## config.mk

```make
export PLATFORM = sky130hd
export DESIGN_NAME = cpu_scheduler_fcfs_spn_rr
export DESIGN_NICKNAME = d
export VERILOG_FILES = /design/src/css_pkg.sv /design/src/css_cell.sv /design/src/css_queue.sv /design/src/cpu_scheduler_fcfs_spn_rr.sv
export SDC_FILE = /design/constraint.sdc
export NUM_CORES = 2
export LEC_CHECK = 0
export ABC_AREA = 0
export BUFFER_PORTS_ARGS = -buffer_cell sky130_fd_sc_hd__buf_2
export CELL_PAD_IN_SITES_DETAIL_PLACEMENT = 0
export CELL_PAD_IN_SITES_GLOBAL_PLACEMENT = 1
export CORE_MARGIN = 2
export CORE_UTILIZATION = 50
export CTS_CLUSTER_SIZE = 20
export DETAILED_ROUTE_END_ITERATION = 12
export GPL_ROUTABILITY_DRIVEN = 0
export HOLD_SLACK_MARGIN = 0.03
export PLACE_DENSITY = 0.81
export REMOVE_ABC_BUFFERS = 1
export SKIP_CTS_REPAIR_TIMING = 1
export SLEW_MARGIN = 20
export SYNTH_ARGS = -nofsm -noshare
export SYNTH_HDL_FRONTEND = slang
export SYNTH_HIERARCHICAL = 1
export SYNTH_SLANG_ARGS = --single-unit
```

## constraint.sdc

```tcl
create_clock -name clock -period 41.6 [get_ports clock]
set_input_delay 8.32 -clock clock [delete_from_list [all_inputs] [get_ports clock]]
set_output_delay 8.32 -clock clock [all_outputs]
set_load 0.01 [all_outputs]
```

## src/css_pkg.sv

```systemverilog
// package for the cpu scheduler: policy codes, op codes, cell types
// no dependencies
package css_pkg;

   localparam logic [1:0] POLICY_FCFS     = 2'd0;
   localparam logic [1:0] POLICY_SPN      = 2'd1;
   localparam logic [1:0] POLICY_RR       = 2'd2;
   // unused code, runs as fcfs
   localparam logic [1:0] POLICY_RESERVED = 2'd3;

   localparam logic OP_ARRIVE = 1'b0;
   localparam logic OP_TICK   = 1'b1;

   localparam logic CSR_POLICY  = 1'b0;
   localparam logic CSR_QUANTUM = 1'b1;

   localparam logic [15:0] TIME_MAX = 16'hFFFF;

   // queue entry carried along the chain: service key for sorted insert
   typedef struct packed {
      logic        valid;
      logic [15:0] key;
   } cell_info_type;

   // shift command broadcast to every queue cell
   typedef struct packed {
      logic        pop;
      logic        push;
      logic        sorted;
      logic [15:0] key;
   } queue_cmd_type;

   typedef enum logic [2:0] {
      ST_IDLE = 3'b001,
      ST_EXEC = 3'b010,
      ST_OUT  = 3'b100
   } state_type;

endpackage

```

## src/css_cell.sv

```systemverilog
// one ready queue cell: holds a slot number and its service key
// depends on css_pkg
module css_cell #(
   parameter int SLOT_W = 4
) (
   input  logic                   clock,
   input  logic                   reset,
   input  css_pkg::queue_cmd_type cmd,
   input  logic [SLOT_W-1:0]      new_slot,
   input  css_pkg::cell_info_type prev_info,
   input  logic [SLOT_W-1:0]      prev_slot,
   input  logic                   prev_insert,
   input  css_pkg::cell_info_type next_info,
   input  logic [SLOT_W-1:0]      next_slot,
   output css_pkg::cell_info_type info,
   output logic [SLOT_W-1:0]      slot,
   output logic                   insert_here
);
   logic              valid_ff, valid_in;
   logic [15:0]       key_ff, key_in;
   logic [SLOT_W-1:0] slot_ff, slot_in;
   logic              goes_after;

   assign info.valid = valid_ff;
   assign info.key   = key_ff;
   assign slot       = slot_ff;

   // new entry lands at the first empty cell or, if sorted, the first cell with a larger key
   assign goes_after  = !prev_insert && valid_ff && (!cmd.sorted || key_ff <= cmd.key);
   assign insert_here = !goes_after;

   always_comb begin
      valid_in = valid_ff;
      key_in   = key_ff;
      slot_in  = slot_ff;
      if (cmd.pop) begin
         valid_in = next_info.valid;
         key_in   = next_info.key;
         slot_in  = next_slot;
      end else if (cmd.push && insert_here) begin
         if (prev_insert) begin
            // shift right from the neighbor
            valid_in = prev_info.valid;
            key_in   = prev_info.key;
            slot_in  = prev_slot;
         end else begin
            valid_in = 1'b1;
            key_in   = cmd.key;
            slot_in  = new_slot;
         end
      end
   end

   always_ff @(posedge clock) begin
      if (reset) begin
         valid_ff <= 1'b0;
      end else begin
         valid_ff <= valid_in;
      end
      key_ff  <= key_in;
      slot_ff <= slot_in;
   end
endmodule

```

## src/css_queue.sv

```systemverilog
// ready queue as a chain of cells, head at cell zero
// depends on css_pkg, css_cell
module css_queue #(
   parameter int SLOTS  = 16,
   parameter int SLOT_W = 4
) (
   input  logic                   clock,
   input  logic                   reset,
   input  css_pkg::queue_cmd_type cmd,
   input  logic [SLOT_W-1:0]      new_slot,
   output logic                   head_valid,
   output logic [SLOT_W-1:0]      head_slot
);
   css_pkg::cell_info_type info [SLOTS+1];
   logic [SLOT_W-1:0]      slots [SLOTS+1];
   logic                   ins [SLOTS];

   assign info[SLOTS].valid = 1'b0;
   assign info[SLOTS].key   = '0;
   assign slots[SLOTS]      = '0;

   genvar i;
   generate
      for (i = 0; i < SLOTS; i++) begin : g_cell
         css_cell #(.SLOT_W(SLOT_W)) u_cell (
            .clock       (clock),
            .reset       (reset),
            .cmd         (cmd),
            .new_slot    (new_slot),
            .prev_info   ((i == 0) ? info[SLOTS] : info[(i == 0) ? 0 : i-1]),
            .prev_slot   (slots[(i == 0) ? SLOTS : i-1]),
            .prev_insert ((i == 0) ? 1'b0 : ins[(i == 0) ? 0 : i-1]),
            .next_info   (info[i+1]),
            .next_slot   (slots[i+1]),
            .info        (info[i]),
            .slot        (slots[i]),
            .insert_here (ins[i])
         );
      end
   endgenerate

   assign head_valid = info[0].valid;
   assign head_slot  = slots[0];
endmodule

```

## src/cpu_scheduler_fcfs_spn_rr.sv

```systemverilog
// cpu scheduler, fcfs / spn / round robin, top level
// uses css_pkg and css_queue (a chain of queue cells)
// A request is accepted in ST_IDLE; in ST_EXEC the tick or arrival runs
// against the slot table and issues a queue command (the queue cells shift
// at its closing edge); in ST_OUT the response is presented. A round robin
// requeue holds the response back while the tail push, registered in rq_ff,
// is issued after the pop. The next request is accepted only once the
// response leaves, so a stalled response holds off the input too. The ready
// queue is a row of cells, each holding one slot number and its service key;
// a sorted insert finds its place by comparing along the chain, and all
// cells shift together. No clearing pass.
module cpu_scheduler_fcfs_spn_rr #(
   parameter int PROC_SLOTS = 16
) (
   input  logic        clock,
   input  logic        reset,
   input  logic        req_valid,
   output logic        req_stall,
   input  logic        req_op,
   input  logic [7:0]  req_proc_id,
   input  logic [15:0] req_service_time,
   output logic        rsp_valid,
   input  logic        rsp_stall,
   output logic [15:0] rsp_now_time,
   output logic        rsp_accepted,
   output logic        rsp_cpu_busy,
   output logic [7:0]  rsp_running_id,
   output logic        rsp_done_valid,
   output logic [7:0]  rsp_done_id,
   output logic [15:0] rsp_response_time,
   output logic [15:0] rsp_wait_time,
   output logic [15:0] rsp_turnaround_time,
   input  logic        csr_write,
   input  logic        csr_index,
   input  logic [7:0]  csr_data
);
   localparam int SLOT_W = (PROC_SLOTS > 1) ? $clog2(PROC_SLOTS) : 1;

   css_pkg::state_type state_ff, state_in;

   logic [1:0]        policy_ff;
   logic [7:0]        quantum_ff;
   logic [PROC_SLOTS-1:0] used_ff, used_in, started_ff, started_in;
   logic [7:0]        pid_mem   [PROC_SLOTS];
   logic [15:0]       arr_mem   [PROC_SLOTS];
   logic [15:0]       svc_mem   [PROC_SLOTS];
   logic [15:0]       rem_mem   [PROC_SLOTS];
   logic [15:0]       start_mem [PROC_SLOTS];
   logic [SLOT_W-1:0] run_slot_ff, run_slot_in;
   logic              run_valid_ff, run_valid_in;
   logic [7:0]        qleft_ff, qleft_in;
   logic [15:0]       time_ff, time_in;

   logic              op_ff;
   logic [7:0]        pid_ff;
   logic [15:0]       svc_ff;

   logic [15:0] now_ff, now_in, resp_ff, resp_in, wait_ff, wait_in, turn_ff, turn_in;
   logic        acc_ff, acc_in, busy_ff, busy_in, done_ff, done_in;
   logic [7:0]  rid_ff, rid_in, did_ff, did_in;

   css_pkg::queue_cmd_type cmd;
   logic [SLOT_W-1:0] new_slot;
   logic              head_valid;
   logic [SLOT_W-1:0] head_slot;

   // rr requeue is issued the cycle after execute, while the response waits
   logic              rq_ff;
   logic [SLOT_W-1:0] rq_slot_ff;
   css_pkg::queue_cmd_type cmd_q;
   logic [SLOT_W-1:0] new_slot_q;

   // lowest free slot
   logic              free_found;
   logic [SLOT_W-1:0] free_slot;
   always_comb begin
      free_found = 1'b0;
      free_slot  = '0;
      for (int i = PROC_SLOTS-1; i >= 0; i--) begin
         if (!used_ff[i]) begin
            free_found = 1'b1;
            free_slot  = SLOT_W'(i);
         end
      end
   end

   css_queue #(.SLOTS(PROC_SLOTS), .SLOT_W(SLOT_W)) u_queue (
      .clock      (clock),
      .reset      (reset),
      .cmd        (cmd_q),
      .new_slot   (new_slot_q),
      .head_valid (head_valid),
      .head_slot  (head_slot)
   );

   // execute-stage datapath
   logic              dispatch;
   logic [SLOT_W-1:0] s;
   logic [15:0]       rem_s, start_s, turn, time_run;
   logic              do_finish, do_run, requeue;
   logic [7:0]        qnext;
   logic              rem_wr, start_wr, arr_wr;
   logic [15:0]       rem_wdata;

   always_comb begin
      dispatch  = !run_valid_ff && head_valid;
      s         = dispatch ? head_slot : run_slot_ff;
      rem_s     = rem_mem[s];
      start_s   = (dispatch && !started_ff[s]) ? time_ff : start_mem[s];
      qnext     = qleft_ff;
      if (dispatch && policy_ff == css_pkg::POLICY_RR) begin
         qnext = (quantum_ff == 8'd0) ? 8'd1 : quantum_ff;
      end
      do_run    = (run_valid_ff || dispatch) && rem_s != 16'd0;
      time_run  = (time_ff != css_pkg::TIME_MAX) ? time_ff + 16'd1 : time_ff;
      do_finish = (run_valid_ff || dispatch) && (rem_s == 16'd0 || rem_s == 16'd1);
      if (do_run && policy_ff == css_pkg::POLICY_RR && qnext != 8'd0) begin
         qnext = qnext - 8'd1;
      end
      requeue   = do_run && !do_finish && policy_ff == css_pkg::POLICY_RR && qnext == 8'd0;
      turn      = (do_run ? time_run : time_ff) > arr_mem[s] ?
                  (do_run ? time_run : time_ff) - arr_mem[s] : 16'd0;
   end

   always_comb begin
      state_in    = state_ff;
      used_in     = used_ff;
      started_in  = started_ff;
      run_slot_in = run_slot_ff;
      run_valid_in = run_valid_ff;
      qleft_in    = qleft_ff;
      time_in     = time_ff;
      cmd         = '0;
      new_slot    = free_slot;
      rem_wr      = 1'b0;
      start_wr    = 1'b0;
      arr_wr      = 1'b0;
      rem_wdata   = rem_s - 16'd1;
      now_in  = now_ff;  acc_in  = acc_ff;  busy_in = busy_ff; rid_in = rid_ff;
      done_in = done_ff; did_in  = did_ff;  resp_in = resp_ff;
      wait_in = wait_ff; turn_in = turn_ff;
      unique case (state_ff)
         css_pkg::ST_IDLE: begin
            if (req_valid) state_in = css_pkg::ST_EXEC;
         end
         css_pkg::ST_EXEC: begin
            state_in = css_pkg::ST_OUT;
            busy_in = 1'b0; rid_in = '0; done_in = 1'b0; did_in = '0;
            resp_in = '0; wait_in = '0; turn_in = '0;
            if (op_ff == css_pkg::OP_ARRIVE) begin
               now_in = time_ff;
               acc_in = free_found;
               if (free_found) begin
                  used_in[free_slot]    = 1'b1;
                  started_in[free_slot] = 1'b0;
                  arr_wr     = 1'b1;
                  cmd.push   = 1'b1;
                  cmd.sorted = (policy_ff == css_pkg::POLICY_SPN);
                  cmd.key    = svc_ff;
               end
            end else begin
               acc_in = 1'b1;
               if (dispatch) begin
                  cmd.pop      = 1'b1;
                  run_slot_in  = head_slot;
                  run_valid_in = 1'b1;
                  qleft_in     = qnext;
                  if (!started_ff[head_slot]) begin
                     started_in[head_slot] = 1'b1;
                     start_wr = 1'b1;
                  end
               end
               time_in = time_run;
               if (do_run) begin
                  rem_wr  = 1'b1;
                  busy_in = 1'b1;
                  rid_in  = pid_mem[s];
                  qleft_in = qnext;
               end
               if (do_finish) begin
                  done_in = 1'b1;
                  did_in  = pid_mem[s];
                  resp_in = start_s > arr_mem[s] ? start_s - arr_mem[s] : 16'd0;
                  turn_in = turn;
                  wait_in = turn > svc_mem[s] ? turn - svc_mem[s] : 16'd0;
                  used_in[s]    = 1'b0;
                  started_in[s] = 1'b0;
                  run_valid_in  = 1'b0;
               end else if (requeue) begin
                  // pop and push cannot share the cycle; requeue goes next cycle
                  run_valid_in = 1'b0;
               end
               now_in = time_run;
            end
         end
         css_pkg::ST_OUT: begin
            if (!rsp_stall && !rq_ff) state_in = css_pkg::ST_IDLE;
         end
         default: state_in = css_pkg::ST_IDLE;
      endcase
   end

   always_comb begin
      cmd_q      = cmd;
      new_slot_q = new_slot;
      if (rq_ff) begin
         cmd_q.push   = 1'b1;
         cmd_q.sorted = 1'b0;
         // keep the real service as key in case the policy later turns to spn
         cmd_q.key    = svc_mem[rq_slot_ff];
         new_slot_q   = rq_slot_ff;
      end
   end

   assign req_stall = (state_ff != css_pkg::ST_IDLE);
   assign rsp_valid = (state_ff == css_pkg::ST_OUT) && !rq_ff;

   always_ff @(posedge clock) begin
      if (reset) begin
         state_ff     <= css_pkg::ST_IDLE;
         policy_ff    <= css_pkg::POLICY_FCFS;
         quantum_ff   <= 8'd4;
         used_ff      <= '0;
         started_ff   <= '0;
         run_slot_ff  <= '0;
         run_valid_ff <= 1'b0;
         qleft_ff     <= '0;
         time_ff      <= '0;
         rq_ff        <= 1'b0;
      end else begin
         state_ff     <= state_in;
         used_ff      <= used_in;
         started_ff   <= started_in;
         run_slot_ff  <= run_slot_in;
         run_valid_ff <= run_valid_in;
         qleft_ff     <= qleft_in;
         time_ff      <= time_in;
         rq_ff        <= (state_ff == css_pkg::ST_EXEC) && op_ff == css_pkg::OP_TICK
                         && requeue;
         if (csr_write) begin
            case (csr_index)
               css_pkg::CSR_POLICY:  policy_ff  <= csr_data[1:0];
               css_pkg::CSR_QUANTUM: quantum_ff <= csr_data;
               default: ;
            endcase
         end
      end
   end

   always_ff @(posedge clock) begin
      if (state_ff == css_pkg::ST_IDLE && req_valid) begin
         op_ff  <= req_op;
         pid_ff <= req_proc_id;
         svc_ff <= req_service_time;
      end
      if (state_ff == css_pkg::ST_EXEC && requeue && op_ff == css_pkg::OP_TICK) begin
         rq_slot_ff <= s;
      end
      if (state_ff == css_pkg::ST_EXEC) begin
         if (arr_wr) begin
            pid_mem[free_slot] <= pid_ff;
            arr_mem[free_slot] <= time_ff;
            svc_mem[free_slot] <= svc_ff;
            rem_mem[free_slot] <= svc_ff;
         end
         if (rem_wr)   rem_mem[s] <= rem_wdata;
         if (start_wr) start_mem[head_slot] <= time_ff;
      end
      now_ff <= now_in; acc_ff <= acc_in; busy_ff <= busy_in; rid_ff <= rid_in;
      done_ff <= done_in; did_ff <= did_in; resp_ff <= resp_in;
      wait_ff <= wait_in; turn_ff <= turn_in;
   end

   assign rsp_now_time        = now_ff;
   assign rsp_accepted        = acc_ff;
   assign rsp_cpu_busy        = busy_ff;
   assign rsp_running_id      = rid_ff;
   assign rsp_done_valid      = done_ff;
   assign rsp_done_id         = did_ff;
   assign rsp_response_time   = resp_ff;
   assign rsp_wait_time       = wait_ff;
   assign rsp_turnaround_time = turn_ff;
endmodule

```

==> run summary <==
status = completed
Max Buffers Root-to-Sink = 3
CP max stage cell = a21o_1
Post-Synthesis Cell Area = 83200 um2
Final Worst Setup Slack = 24.99 ns
crit path time final = 16.61 ns
max cap viols = 0
Crit path largest cell delay = 0.83 ns
Sinks on Clock Net = 1679
GRT overflow = 0
row cnt = 149
fin nets = 7557
clk_lat worst skew = 0.85 ns
Via Count = 58500
cells after synthesis = 7153
Ys Warns = 6
global-route wire length before repair = 352000 um
CTS H-tree depth = 4
CP Class = register to register
Clock Power Share = 0.445
Reg clk slew, reported paths = 0.06 ns
fin crit share = 0.399
Chip Width = 412 um
Seq pwr share = 0.518
IR drop worst, VDD = 0.0449 mV
Port Buffers = 123
Root Driver = clkbuf_16
critical path fanouts, max = 22
CP Launch Type = register
largest net degree at the start of global routing = 237
antenna violation net count after detailed routing = 0
unrepaired setup endpoints after global routing = false
DRT Pass-1 Iters = 6
Layout area overhead = 11.0%
actual slew at the worst max-slew pin = 1.25 ns
final wirelength = 236000 um
R2R Setup Slk = 24.99 ns
critical path data required time = 42.32 ns
CP Data Arrival Time = 17.33 ns
power per cell area = 38.8 nW/um2
layout cell share with drive strength beyond 1 = 0.116
pre-CTS WS = 24.92 ns
Crit. End Element = register
DRC = 0
vias per cell = 6.14
post-DP HPWL = 143000 um
Switching Share = 0.216
TritonCTS buffer count = 174
DR WL/cell = 24.7 um
total global-route track usage = 0.273
Core Area = 165000 um2
Slew headroom = 0.168
I/O pin cnt = 124
Gate power share = 0.036
fmax = 60.2 MHz
die footprint = 170000 um2
initial antenna violation count = 10
NetSw = 0.774 mW
Die Ht = 412 um
internal power = 2.81 mW
Top cell by count, worst path = nand2b_1
Avg Inst Size Synth = 11.6 um2
final setup skew = 0.0599 ns
Fin. Hold Viols = 0
vias in the first global route = 56400
TNS Setup = 0 ns
Hold WC Path Type = register to register
Leak = 33.5 nW
Max Transition Viols Final = 0
Starting Density = 0.504
endpoints failing setup = 0
CTS tree = built
initial DRC count = 6621
through the flow:
step,std cells,utilization,instance area [um2],total power [mW],hold WS [ns]
after floorplan,6738,-,81500,1.97,0.430
after global placement,9219,0.524,86500,2.02,0.458
after detailed placement,9219,0.524,86600,2.02,0.463
after CTS,9535,0.559,92400,3.60,0.472
after global routing,9535,0.559,92400,3.68,0.502
final,9537,0.559,92400,3.58,0.468
critical path, delay by kind of cell (launching register included):
| kind | cells | cell delay [ns] |
|---|---|---|
| AOI/OAI and AO/OA | 21 | 6.80 |
| adders and majority gates | 1 | 0.31 |
| buffers and inverters | 12 | 3.82 |
| DFF | 1 | 0.34 |
| muxes | 1 | 0.35 |
| and+or+nand+nor | 20 | 4.72 |
cell type report:
class,count,area (um2)
diodes,2,5.00
clock buffers,223,4670
clock inverters,93,1170
fillers,13800,72800
inverters,321,1230
multi-input cells,4738,31100
flip-flops and latches,1679,49500
well taps,2189,2740
repair buffers,292,1990
path summary, 6_finish.rpt:
kind | start | end | cells past startpoint
worst max-delay path | state_ff[2] | u_queue/g_cell[15].u_cell/valid_ff | 55
worst min register to register | quantum_ff[0] | quantum_ff[0] | 2
worst min-delay path | quantum_ff[0] | quantum_ff[0] | 2
worst max register to register | state_ff[2] | u_queue/g_cell[15].u_cell/valid_ff | 55
routing by layer:
metal | vias up | share of wire | track usage
li1 | 26500 | - | -
met5 | - | 0.00022 | 0
met3 | 421 | 0.087 | 0.0479
met2 | 2551 | 0.47 | 0.435
met1 | 29100 | 0.42 | 0.383
met4 | 8 | 0.026 | 0.0817
flip-flops by register name, indices dropped and copies added (netlist names), 16 cells and up, named ones only:
name                            count
arr_mem                           256
pid_mem                           128
rem_mem                           256
rsp_now_time                       16
rsp_response_time                  16
rsp_turnaround_time                16
rsp_wait_time                      16
start_mem                         256
started_ff                         16
svc_ff                             16
svc_mem                           256
time_ff                            16
u_queue/g_cell.u_cell/key_ff      256
u_queue/g_cell.u_cell/slot         64
u_queue/g_cell.u_cell/valid_ff     16
used_ff                            16
power groups by stage:
stage	logic [mW]	clock network (mW)	registers, mW
2_1_floorplan	0.0859	0	1.89
3_3_place_gp	0.125	0	1.89
3_5_place_dp	0.128	0	1.89
4_1_cts	0.129	1.62	1.86
5_1_grt	0.141	1.68	1.86
6_report	0.130	1.60	1.86
cells in the final DEF, fill, tap and decap left out, drive strengths merged, types with 17 or more instances in the layout:
| cell type | n |
|---|---|
| nand2b | 30 |
| mux2 | 27 |
| buf | 292 |
| o211ai | 28 |
| a21o | 81 |
| xor2 | 30 |
| o31ai | 20 |
| and3 | 82 |
| nor3 | 31 |
| nor2 | 203 |
| xnor2 | 46 |
| edfxtp | 1584 |
| a2111oi | 17 |
| nand4 | 88 |
| a311oi | 137 |
| or3 | 19 |
| dfxtp | 95 |
| clkinv | 63 |
| nor2b | 49 |
| and2 | 22 |
| o22ai | 57 |
| conb | 43 |
| o21ai | 422 |
| a2111o | 18 |
| mux2i | 454 |
| a21oi | 244 |
| mux4 | 82 |
| inv | 324 |
| a31o | 54 |
| nand2 | 1444 |
| ha | 309 |
| clkbuf | 223 |
| bufinv | 20 |
| a31oi | 23 |
| nor4 | 21 |
| a211oi | 19 |
| nand3 | 530 |
Power figures use the tool's default switching activity.
